==> src/design/assert_macros.svh <==
// shared assertion macros for the rtl
`ifndef ASSERT_MACROS_SVH
`define ASSERT_MACROS_SVH

`ifndef NO_ASSERTIONS

// clocked property, disabled while reset is asserted
`define ASSERT_CLK(lbl, clk, rstn, prop, msg) \
	lbl: assert property (@(posedge clk) disable iff (!(rstn)) (prop)) else $error(msg);

// clocked property that also holds during reset
`define ASSERT_ALWAYS(lbl, clk, prop, msg) \
	lbl: assert property (@(posedge clk) (prop)) else $error(msg);

`else

`define ASSERT_CLK(lbl, clk, rstn, prop, msg)
`define ASSERT_ALWAYS(lbl, clk, prop, msg)

`endif

`endif

==> src/design/nlp_pkg.sv <==
package nlp_pkg;

	localparam int VALUE_WIDTH_DEF = 64;
	localparam int CHAR_W          = 8;
	localparam int BITS_W          = 8;
	localparam int IN_TDATA_W      = 16;

	localparam logic [BITS_W-1:0] BITS_MAX = '1;

	// one input character as held in the input stage
	typedef struct packed {
		logic [CHAR_W-1:0] ch;
		logic              start_req;
		logic [BITS_W-1:0] dflt_bits;
	} in_item_t;

endpackage

==> src/design/nlp_in_stage.sv <==
module nlp_in_stage
	import nlp_pkg::*;
(
	input  logic                  clk,
	input  logic                  arst_n,
	input  logic                  s_axis_tvalid,
	output logic                  s_axis_tready,
	input  logic [IN_TDATA_W-1:0] s_axis_tdata,  // ch, dflt_bits
	input  logic                  s_axis_tuser,  // start_req
	input  logic                  adv,
	output logic                  fire,
	output in_item_t              item_s1
);

	logic valid_s1;

	assign s_axis_tready = !valid_s1 || adv;
	assign fire          = valid_s1 && adv;

	always_ff @(posedge clk or negedge arst_n) begin
		if (!arst_n) begin
			valid_s1 <= 1'b0;
		end else if (s_axis_tready) begin
			valid_s1 <= s_axis_tvalid;
		end
	end

	always_ff @(posedge clk) begin
		if (s_axis_tvalid && s_axis_tready) begin
			item_s1.ch        <= s_axis_tdata[CHAR_W-1:0];
			item_s1.dflt_bits <= s_axis_tdata[CHAR_W +: BITS_W];
			item_s1.start_req <= s_axis_tuser;
		end
	end

endmodule

==> src/design/nlp_parse.sv <==
`include "assert_macros.svh"

module nlp_parse
	import nlp_pkg::*;
#(
	parameter int VALUE_WIDTH = VALUE_WIDTH_DEF
) (
	input  logic                   clk,
	input  logic                   arst_n,
	input  logic                   fire,
	input  in_item_t               item_s1,
	output logic                   emit,
	output logic [VALUE_WIDTH-1:0] res_value,
	output logic [BITS_W-1:0]      res_bits
);

	typedef enum logic [5:0] {
		MODE_DONE = 6'b000001,
		MODE_BIN  = 6'b000010,
		MODE_ZERO = 6'b000100,
		MODE_HEX  = 6'b001000,
		MODE_OCT  = 6'b010000,
		MODE_DEC  = 6'b100000
	} mode_t;

	localparam logic [CHAR_W-1:0] CH_HASH = 8'h23;
	localparam logic [CHAR_W-1:0] CH_0    = 8'h30;
	localparam logic [CHAR_W-1:0] CH_1    = 8'h31;
	localparam logic [CHAR_W-1:0] CH_7    = 8'h37;
	localparam logic [CHAR_W-1:0] CH_9    = 8'h39;
	localparam logic [CHAR_W-1:0] CH_UA   = 8'h41;
	localparam logic [CHAR_W-1:0] CH_UF   = 8'h46;
	localparam logic [CHAR_W-1:0] CH_LA   = 8'h61;
	localparam logic [CHAR_W-1:0] CH_LF   = 8'h66;
	localparam logic [CHAR_W-1:0] CH_X    = 8'h78;
	localparam logic [CHAR_W-1:0] HEX_UOFS = CH_UA - 8'd10;
	localparam logic [CHAR_W-1:0] HEX_LOFS = CH_LA - 8'd10;

	mode_t                  mode_q, mode_d;
	logic [VALUE_WIDTH-1:0] accum_q, accum_d;
	logic [BITS_W-1:0]      bitcnt_q, bitcnt_d;

	logic [CHAR_W-1:0]      ch;
	logic [CHAR_W-1:0]      dec_sub;
	logic [CHAR_W-1:0]      hex_sub;
	logic [3:0]             digit;
	logic [3:0]             hex_digit;
	logic                   is_bin, is_oct, is_dec, is_hex;
	logic [VALUE_WIDTH-1:0] dec_next;
	logic [VALUE_WIDTH-1:0] bin_next, oct_next, hex_next;
	logic [BITS_W:0]        sum1, sum3, sum4;
	logic [BITS_W-1:0]      sat1, sat3, sat4;

	assign ch      = item_s1.ch;
	assign dec_sub = ch - CH_0;
	assign digit   = dec_sub[3:0];
	assign is_bin  = (ch == CH_0) || (ch == CH_1);
	assign is_oct  = ch inside {[CH_0:CH_7]};
	assign is_dec  = ch inside {[CH_0:CH_9]};

	always_comb begin
		is_hex  = 1'b1;
		hex_sub = dec_sub;
		if (ch inside {[CH_LA:CH_LF]}) begin
			hex_sub = ch - HEX_LOFS;
		end else if (ch inside {[CH_UA:CH_UF]}) begin
			hex_sub = ch - HEX_UOFS;
		end else if (!is_dec) begin
			is_hex = 1'b0;
		end
	end
	assign hex_digit = hex_sub[3:0];

	// x*10 as (x<<3)+(x<<1), wrapped to the value width
	assign dec_next = (accum_q << 3) + (accum_q << 1) + VALUE_WIDTH'(digit);
	assign bin_next = (accum_q << 1) | VALUE_WIDTH'(digit);
	assign oct_next = (accum_q << 3) | VALUE_WIDTH'(digit);
	assign hex_next = (accum_q << 4) | VALUE_WIDTH'(hex_digit);

	assign sum1 = {1'b0, bitcnt_q} + (BITS_W+1)'(1);
	assign sum3 = {1'b0, bitcnt_q} + (BITS_W+1)'(3);
	assign sum4 = {1'b0, bitcnt_q} + (BITS_W+1)'(4);
	assign sat1 = sum1[BITS_W] ? BITS_MAX : sum1[BITS_W-1:0];
	assign sat3 = sum3[BITS_W] ? BITS_MAX : sum3[BITS_W-1:0];
	assign sat4 = sum4[BITS_W] ? BITS_MAX : sum4[BITS_W-1:0];

	always_comb begin
		mode_d    = mode_q;
		accum_d   = accum_q;
		bitcnt_d  = bitcnt_q;
		emit      = 1'b0;
		res_value = accum_q;
		res_bits  = bitcnt_q;
		if (item_s1.start_req) begin
			accum_d  = '0;
			bitcnt_d = '0;
			if (ch == CH_HASH) begin
				mode_d = MODE_BIN;
			end else if (ch == CH_0) begin
				mode_d = MODE_ZERO;
			end else if (is_dec) begin
				accum_d = VALUE_WIDTH'(digit);
				mode_d  = MODE_DEC;
			end else begin
				// bad first character
				emit      = 1'b1;
				res_value = '0;
				res_bits  = '0;
				mode_d    = MODE_DONE;
			end
		end else begin
			case (mode_q)
				MODE_BIN: begin
					if (is_bin) begin
						accum_d  = bin_next;
						bitcnt_d = sat1;
					end else begin
						emit   = 1'b1;
						mode_d = MODE_DONE;
					end
				end
				MODE_ZERO: begin
					if (ch == CH_X) begin
						mode_d = MODE_HEX;
					end else if (is_oct) begin
						accum_d  = VALUE_WIDTH'(digit);
						bitcnt_d = BITS_W'(3);
						mode_d   = MODE_OCT;
					end else begin
						// plain zero
						emit      = 1'b1;
						res_value = '0;
						res_bits  = item_s1.dflt_bits;
						mode_d    = MODE_DONE;
					end
				end
				MODE_HEX: begin
					if (is_hex) begin
						accum_d  = hex_next;
						bitcnt_d = sat4;
					end else begin
						emit   = 1'b1;
						mode_d = MODE_DONE;
					end
				end
				MODE_OCT: begin
					if (is_oct) begin
						accum_d  = oct_next;
						bitcnt_d = sat3;
					end else begin
						emit   = 1'b1;
						mode_d = MODE_DONE;
					end
				end
				MODE_DEC: begin
					if (is_dec) begin
						accum_d = dec_next;
					end else begin
						emit     = 1'b1;
						res_bits = item_s1.dflt_bits;
						mode_d   = MODE_DONE;
					end
				end
				default: begin
					mode_d = MODE_DONE;
				end
			endcase
		end
	end

	always_ff @(posedge clk or negedge arst_n) begin
		if (!arst_n) begin
			mode_q   <= MODE_DONE;
			accum_q  <= '0;
			bitcnt_q <= '0;
		end else if (fire) begin
			mode_q   <= mode_d;
			accum_q  <= accum_d;
			bitcnt_q <= bitcnt_d;
		end
	end

	`ASSERT_CLK(a_emit_ends, clk, arst_n, (fire && emit) |=> (mode_q == MODE_DONE), "parser not done after result")
	`ASSERT_CLK(a_hold_state, clk, arst_n, !fire |=> ($stable(mode_q) && $stable(accum_q) && $stable(bitcnt_q)), "parser state moved without an item")
	`ASSERT_CLK(a_oct_bits, clk, arst_n, (mode_q == MODE_OCT) |-> (bitcnt_q >= BITS_W'(3)), "octal bit count below one digit")
	`ASSERT_CLK(a_dec_bits, clk, arst_n, (mode_q == MODE_DEC) |-> (bitcnt_q == '0), "decimal bit count not cleared")

endmodule

==> src/design/number_literal_parser.sv <==
// Numeric literal parser: one character per item on the input stream; an item with
// tuser set starts a new literal. Accepted forms are '#' + binary digits, "0x" + hex
// digits, '0' + octal digits and plain decimal; the first character that does not fit
// ends the literal and one result item (value, bit count) is sent, and characters after
// that are dropped until the next start. Decimal and lone zero take their bit count from
// dflt_bits of the terminating item. Throughput is one character per clock while no
// result waits on m_axis_tready: the step is a single shift-add (decimal uses
// x*8+x*2+digit) between the input register and the parser state, and the result is
// registered in the output register once the terminating item leaves the input register.
// A waiting result stalls the parser; only an empty input register takes a character.
`include "assert_macros.svh"

module number_literal_parser
	import nlp_pkg::*;
#(
	parameter  int VALUE_WIDTH = VALUE_WIDTH_DEF,
	localparam int OUT_TDATA_W = ((VALUE_WIDTH + BITS_W + 7) / 8) * 8
) (
	input  logic                   clk,
	input  logic                   arst_n,
	input  logic                   s_axis_tvalid,
	output logic                   s_axis_tready,
	input  logic [IN_TDATA_W-1:0]  s_axis_tdata,  // ch, dflt_bits
	input  logic                   s_axis_tuser,  // start_req
	output logic                   m_axis_tvalid,
	input  logic                   m_axis_tready,
	output logic [OUT_TDATA_W-1:0] m_axis_tdata   // value, bits, zero pad
);

	logic                   adv;
	logic                   fire;
	in_item_t               item_s1;
	logic                   emit;
	logic [VALUE_WIDTH-1:0] res_value;
	logic [BITS_W-1:0]      res_bits;
	logic                   out_valid_q;
	logic [VALUE_WIDTH-1:0] out_value_q;
	logic [BITS_W-1:0]      out_bits_q;

	assign adv = !out_valid_q || m_axis_tready;

	nlp_in_stage u_in (
		.clk           (clk),
		.arst_n        (arst_n),
		.s_axis_tvalid (s_axis_tvalid),
		.s_axis_tready (s_axis_tready),
		.s_axis_tdata  (s_axis_tdata),
		.s_axis_tuser  (s_axis_tuser),
		.adv           (adv),
		.fire          (fire),
		.item_s1       (item_s1)
	);

	nlp_parse #(
		.VALUE_WIDTH (VALUE_WIDTH)
	) u_parse (
		.clk       (clk),
		.arst_n    (arst_n),
		.fire      (fire),
		.item_s1   (item_s1),
		.emit      (emit),
		.res_value (res_value),
		.res_bits  (res_bits)
	);

	always_ff @(posedge clk or negedge arst_n) begin
		if (!arst_n) begin
			out_valid_q <= 1'b0;
		end else if (adv) begin
			out_valid_q <= fire && emit;
		end
	end

	always_ff @(posedge clk) begin
		if (fire && emit) begin
			out_value_q <= res_value;
			out_bits_q  <= res_bits;
		end
	end

	assign m_axis_tvalid = out_valid_q;
	assign m_axis_tdata  = OUT_TDATA_W'({out_bits_q, out_value_q});

	`ASSERT_CLK(a_no_overwrite, clk, arst_n, (out_valid_q && !m_axis_tready) |-> !fire, "item taken while result stalled")
	`ASSERT_CLK(a_result_src, clk, arst_n, $rose(out_valid_q) |-> $past(fire && emit), "result without a terminating item")
	`ASSERT_ALWAYS(a_reset_idle, clk, !arst_n |-> !m_axis_tvalid, "result valid in reset")

endmodule

==> config.mk <==
export PLATFORM = sky130hd
export DESIGN_NAME = number_literal_parser
export DESIGN_NICKNAME = d
export VERILOG_FILES = /design/src/design/nlp_pkg.sv /design/src/design/nlp_in_stage.sv /design/src/design/nlp_parse.sv /design/src/design/number_literal_parser.sv
export VERILOG_INCLUDE_DIRS = /design/src /design/src/design
export SDC_FILE = /design/constraint.sdc
export NUM_CORES = 1
export LEC_CHECK = 0
export BUFFER_PORTS_ARGS = -buffer_cell sky130_fd_sc_hd__buf_2
export CORE_MARGIN = 5
export CORE_UTILIZATION = 50
export DETAILED_ROUTE_END_ITERATION = 10
export GPL_ROUTABILITY_DRIVEN = 1
export PLACE_DENSITY_LB_ADDON = 0.2
export SLEW_MARGIN = 5
export SYNTH_ARGS = -nofsm -noshare
export SYNTH_HDL_FRONTEND = slang
export SYNTH_SLANG_ARGS = --single-unit
==> constraint.sdc <==
create_clock -name clk -period 10.27 [get_ports clk]
set_input_delay 2.054 -clock clk [delete_from_list [all_inputs] [get_ports clk]]
set_output_delay 2.054 -clock clk [all_outputs]
set_load 0.005 [all_outputs]
==> results of run 1 <==
==> worst max path at each step <==
stage | startpoint | end | slack (ps) | depth (start not counted)
after floorplan | m_axis_tready | m_axis_tvalid | 2280 | 5
final | m_axis_tready | s_axis_tready | 5670 | 4
after detailed placement | m_axis_tready | s_axis_tready | 5660 | 4
after CTS | m_axis_tready | s_axis_tready | 5660 | 4
after global placement | m_axis_tready | s_axis_tready | 5690 | 4
after global routing | m_axis_tready | s_axis_tready | 5610 | 4
==> cells by family after synthesis <==
kind of cell,Yosys count
compound gates,497
xor+xnor,62
fa+ha+maj,135
buf+inv,112
flops,169
mux,6
simple gates,414
==> power by group <==
group / leakage (nW) / internal [mW] / switching, mW
clock network: 0.248 / 0.328 / 0.298
logic: 3.91 / 0.0746 / 0.119
registers: 1.96 / 0.752 / 0.0393
==> per-layer routing <==
layer | share of wire (%) | global-route usage, % | vias up
li1 | - | - | 5453
met1 | 45 | 35.5 | 5535
met3 | 8.3 | 3.65 | 48
met2 | 45 | 38.2 | 504
met4 | 1.9 | 7.30 | 0
met5 | 0 | 0 | -
==> worst register-to-register path, cell delays in order, from the launching register on <==
cell and delay (ps):
edfxtp_1 580, inv_1 210, fa_1 560, inv_1 70, fa_1 470, a21o_1 220, a221oi_2 320, o31a_2 290
nor2_4 70, a31oi_4 290, o21ai_1 200, a221oi_1 330, xor2_1 210, o21ai_0 90
==> state kept, by name (all words and copies together) (netlist names) <==
name,cells
m_axis_tvalid,1
u_parse.bitcnt_q,8
out_value_q,64
out_bits_q,8
u_in.item_s1,17
u_in.valid_s1,1
u_parse.mode_q,6
u_parse.accum_q,64
==> synthesized netlist by cell type (12+ instances only) <==
cell / n
a21o_1: 30
nor3_1: 24
o21bai_1: 12
xnor2_1: 40
o31ai_1: 16
ha_1: 133
a222oi_1: 56
edfxtp_1: 89
a22o_1: 26
o21ai_1: 12
nand4_1: 21
xor2_1: 22
dfrtp_1: 79
nand2_1: 115
a21oi_1: 119
buf_2: 20
clkbuf_1: 61
inv_1: 29
nand3_1: 20
nor2_1: 91
and2_1: 69
o21ai_0: 106
==> cell type report <==
class | count | area, um^2 | area share, %
Timing Repair Buffer | 106 | 563 | 3.96
Clock inverter | 11 | 88.8 | 0.624
Sequential cell | 169 | 4680 | 32.9
Inverter | 29 | 109 | 0.765
Multi-Input combinational cell | 1114 | 7910 | 55.6
Clock buffer | 21 | 462 | 3.24
Tap cell | 335 | 419 | 2.95
==> results_dict.tcl, run 1 <==
set metrics [dict create \
    status "completed" \
    dp.cells 1753 \
    rows 59 \
    netlist-cell-type-count 94 \
    critPathMaxStageDelay_ps 160 \
    syn_nets 1551 \
    hold_class "flop to flop" \
    detail-route-antenna-nets 0 \
    grt_use_total_pct 24.5 \
    period_needed_ps 4600 \
    synthFlopType "edfxtp_1" \
    p_leak_nw 6.12 \
    die_w_um 171 \
    setup_viol 0 \
    drt_iter0_drc 1626 \
    synth_fa_ha_area_share_pct 13.1 \
    dp_slack_ps 5660 \
    ios 95 \
    synth_top_family_by_area "compound AO/OA/AOI/OAI gates" \
    post-cts-setup-buffer-count 0 \
    synth-edff-count 89 \
    syn-cell-area_um2 13000 \
    layout_common_cells "ha_1 (133), a21oi_1 (119), nand2_1 (115), o21ai_0 (106), buf_2 (93)" \
    place_congestion 0.963 \
    cts_buffer_depth 2 \
    relSlewSlack_pct 42.0 \
    synth_xor_area_share_pct 4.17 \
    synthCells 1395 \
    cts-root-buf "clkbuf_16" \
    die_y_um 171 \
    grt_max_degree 77 \
    antenna_cells 0 \
    cts_hold_buf 0 \
    fmax_ghz 0.217 \
    power_density_nw_per_um2 113 \
    ys_seq_area_share_pct 35.9 \
    synth.area.top_cells "edfxtp_1 (21%), dfrtp_1 (15%), ha_1 (13%)" \
    final_common_cell "ha_1" \
    rr_worst_depth 13 \
    antenna_found_initial 0 \
    final_util_pct 55.1 \
    drtPass1Iterations 7 \
    layout.nets 1593 \
    cts_sinks 169 \
    crit_arrival_ps 2550 \
    coreArea_um2 25800 \
    path_max_fanout 3 \
    yosysWarnings 0 \
    async_reset_ff_share_pct 47.3 \
    r2r_end "u_parse.accum_q[60]" \
    final_max_slew_viol_count 0 \
    holdPathStages 2 \
    htree_levels 4 \
    fin_crit_sh_pct 44.8 \
    placed_area_um2 13700 \
    synthSimpleGateAreaFrac_pct 16.2 \
    synth_top_cell_area_share_pct 20.5 \
    synth-seq-cells 169 \
    tritoncts "done" \
    hpwl_mm 25.0 \
    post_layout_nonfiller_instances 1785 \
    crit_top_cell "buf_2" \
    route.detailed.drc 0 \
    grt_setup_unrepaired "no" \
    whs_ps 507 \
    start_util_pct 50.4 \
    clkTransAtPathRegs_ps 70 \
    holdCritStartpoint "u_parse.accum_q[63]" \
    final_area_um2 14200 \
    worstPathRequired_ps 8220 \
    hold_end "u_parse.accum_q[63]" \
    ctsResizeCount 0 \
    grt_pass1_vias 11100 \
    totalWireLength_mm 35.9 \
    finalPower_mw 1.61 \
    die-area_um2 29400 \
    vias_per_cell 6.46 \
    wl_per_cell_um 20.1 \
    vias 11500 \
    start_kind "primary input" \
    crit_family "simple AND/OR/NAND/NOR gates" \
    end_kind "output port" \
    syn_avg_cell_area_um2 9.33 \
    rr_startpoint "u_in.item_s1[12]" \
    worstPathCellList "buf_2, nor2b_1, nand2_1, buf_2" \
    reg2reg_slack_ps 6200 \
    hold_viol 0 \
    yosysTopAreaCell "edfxtp_1" \
    portBuffers 94 \
    worst_pin_slew_ps 870 \
    clock_skew_ps 14.1 \
    critPathKind "primary input to output port" \
    cp_slowest_cell "nor2b_1" \
    irDropWorstVdd_uv 78.1 \
    setup_ws_ps 5670 \
    grt_pass1_wl_mm 58.5 \
    setup-tns-final_ps 0 \
    fillers 2427 \
    synth-compound-area-share_pct 26.6 \
    path_buf_inv 2 \
    drive_above_1_share_pct 12.7 \
    synthToLayoutAreaGrowth_pct 9.32 \
    overflow 0 \
    cts_buffers 17 \
    maxCapViolations 0 \
    clk_latency_ps 430 \
    synthMuxAreaShare_pct 0.490 \
]
Power figures use the tool's default switching activity.
==> inputs of run 2 (changes only) <==
--- a/config.mk
+++ b/config.mk
@@ -6,6 +6,7 @@
 export SDC_FILE = /design/constraint.sdc
 export NUM_CORES = 1
 export LEC_CHECK = 0
+export ABC_AREA = 1
 export BUFFER_PORTS_ARGS = -buffer_cell sky130_fd_sc_hd__buf_2
 export CORE_MARGIN = 5
 export CORE_UTILIZATION = 50
==> constraint.sdc (replaced) <==
create_clock -name clk -period 4.14 [get_ports clk]
set_input_delay 0.828 -clock clk [delete_from_list [all_inputs] [get_ports clk]]
set_output_delay 0.828 -clock clk [all_outputs]
set_load 0.005 [all_outputs]
==> run 2 against run 1 <==
Register-to-register slack got worse by 5500 ps; worst setup slack worse by 5000 ps; wire length increased by 44%; clock skew is 2.3 ps lower; cell count increased by 60%; non-clock buffer count is 7 higher; critical path type is now flop to flop; largest power group unchanged.
==> results_dict.tcl, run 2 <==
set metrics [dict create \
    status "completed" \
    dp_slack_ps 856 \
    tritoncts "done" \
    clock_skew_ps 11.8 \
    cts_buffers 17 \
    fin_crit_sh_pct 83.7 \
    clk_latency_ps 450 \
    biggestRegsByFlops "out_value_q: 64 flops, u_parse.accum_q: 64 flops, u_in.item_s1: 17 flops" \
    ctsResizeCount 0 \
    rows 64 \
    grt_use_total_pct 30.1 \
    hold_viol 0 \
    syn_nets 2545 \
    layout_common_cells "nand2_1 (864), inv_1 (381), nor2_1 (208), ha_1 (133), nand3_1 (127)" \
    vias_per_cell 5.61 \
    syn_avg_cell_area_um2 6.48 \
    final_area_um2 16800 \
    cts-root-buf "clkbuf_16" \
    path_max_fanout 8 \
    async_reset_ff_share_pct 47.3 \
    synth-seq-cells 169 \
    period_needed_ps 3470 \
    synth.most_common_cell "nand2_1" \
    irDropWorstVdd_uv 212 \
    antenna_found_initial 0 \
    critPathKind "flop to flop" \
    yosysWarnings 0 \
    drtPass1Iterations 6 \
    final_util_pct 55.1 \
    worst_pin_slew_ps 928 \
    fmax_ghz 0.289 \
    dp.cells 2831 \
    totalWireLength_mm 51.8 \
    coreArea_um2 30600 \
    worstPathRequired_ps 4530 \
    whs_ps 504 \
    synth-edff-count 89 \
    ios 95 \
    drt_iter0_drc 1839 \
    final_max_slew_viol_count 0 \
    cts_sinks 169 \
    hpwl_mm 38.9 \
    placed_area_um2 16300 \
    die_w_um 186 \
    clkTransAtPathRegs_ps 70 \
    antenna_cells 0 \
    start_util_pct 50.6 \
    synthCells 2389 \
    die-area_um2 34600 \
    finalPower_mw 4.36 \
    grt_setup_unrepaired "no" \
    setup-tns-final_ps 0 \
    crit_arrival_ps 3850 \
    overflow 0 \
    layout.nets 2610 \
    yosysTopAreaCell "nand2_1" \
    wl_per_cell_um 18.1 \
    synthToLayoutAreaGrowth_pct 8.87 \
    route.detailed.drc 0 \
    grt_pass1_vias 15200 \
    relSlewSlack_pct 38.1 \
    detail-route-antenna-nets 0 \
    htree_levels 4 \
    final_common_cell "nand2_1" \
    grt_max_degree 65 \
    syn-cell-area_um2 15500 \
    start_kind "flop" \
    maxCapViolations 0 \
    setup_viol 0 \
    vias 16100 \
    netlist-cell-type-count 48 \
    portBuffers 94 \
    hold_class "primary input to asynchronous set/reset pin" \
    p_leak_nw 9.04 \
    setup_ws_ps 674 \
    synth_top_cell_area_share_pct 21.0 \
    cts_hold_buf 0 \
    end_kind "flop" \
    synth.area.top_cells "nand2_1 (21%), edfxtp_1 (17%), dfrtp_1 (13%)" \
    drive_above_1_share_pct 7.50 \
    die_y_um 186 \
    grt_pass1_wl_mm 81.9 \
    post_layout_nonfiller_instances 2863 \
    place_congestion 1.05 \
    synthTopCellsByCount "nand2_1 (864), inv_1 (382), nor2_1 (210)" \
    cts_buffer_depth 2 \
    power_density_nw_per_um2 259 \
    synthFlopType "edfxtp_1" \
    post-cts-setup-buffer-count 0 \
    ys_seq_area_share_pct 30.2 \
]
-- run 2: cell families after synthesis --
| group | synth area share [%] |
|---|---|
| adders and majority gates | 11.0 |
| DFF | 30.2 |
| and+or+nand+nor | 36.1 |
| buffers and inverters | 11.6 |
| AOI/OAI and AO/OA | 10.4 |
| xor gates and xnor gates | 0.679 |
-- run 2: power by group --
part / internal (mW) / switching [mW] / total (mW) / leakage (nW)
combinational: 0.258 / 0.496 / 0.755 / 6.81
clock: 0.797 / 0.790 / 1.59 / 0.275
sequential: 1.90 / 0.117 / 2.01 / 1.95
total: 2.95 / 1.40 / 4.36 / 9.04
-- run 2: worst max-delay path: stages (launching register included) --
cell	delay (ps)
edfxtp_1	550
inv_1	120
ha_1	320
ha_1	260
fa_1	440
nand3_1	110
nand3_1	190
nand2_1	120
nand2_1	150
nand2_1	100
nand3_1	260
nand2_1	130
nand2_1	50
o211ai_1	390
nand3_1	120
nand2_1	80
-- run 2: per-layer routing --
metal / wire (um) / track usage [%]
met3: 5300 / 4.55
met1: 22600 / 43.4
met4: 1290 / 8.80
met2: 22600 / 47.0
met5: 0 / 0
-- run 2: final timing paths --
check / slack (ps) / endpoint / startpoint / cells after the start
max in group asynchronous: 2760 / u_parse.accum_q[11] / arst_n / 2
setup / recovery: 670 / u_parse.accum_q[26] / u_in.item_s1[11] / 15
min in group clk: 520 / u_in.valid_s1 / u_in.valid_s1 / 2
hold reg to reg: 520 / u_in.valid_s1 / u_in.valid_s1 / 2
hold / removal: 500 / u_parse.accum_q[3] / arst_n / 1
setup reg to reg: 670 / u_parse.accum_q[26] / u_in.item_s1[11] / 15
-- run 2: area by class of cell --
cell class	instances	area [um^2]
fillers	3055	13700
clock inverters	14	129
multi-input cells	1760	9010
well taps	396	495
clock buffers	18	429
flip-flops and latches	169	4680
inverters	393	1480
repair buffers	113	628
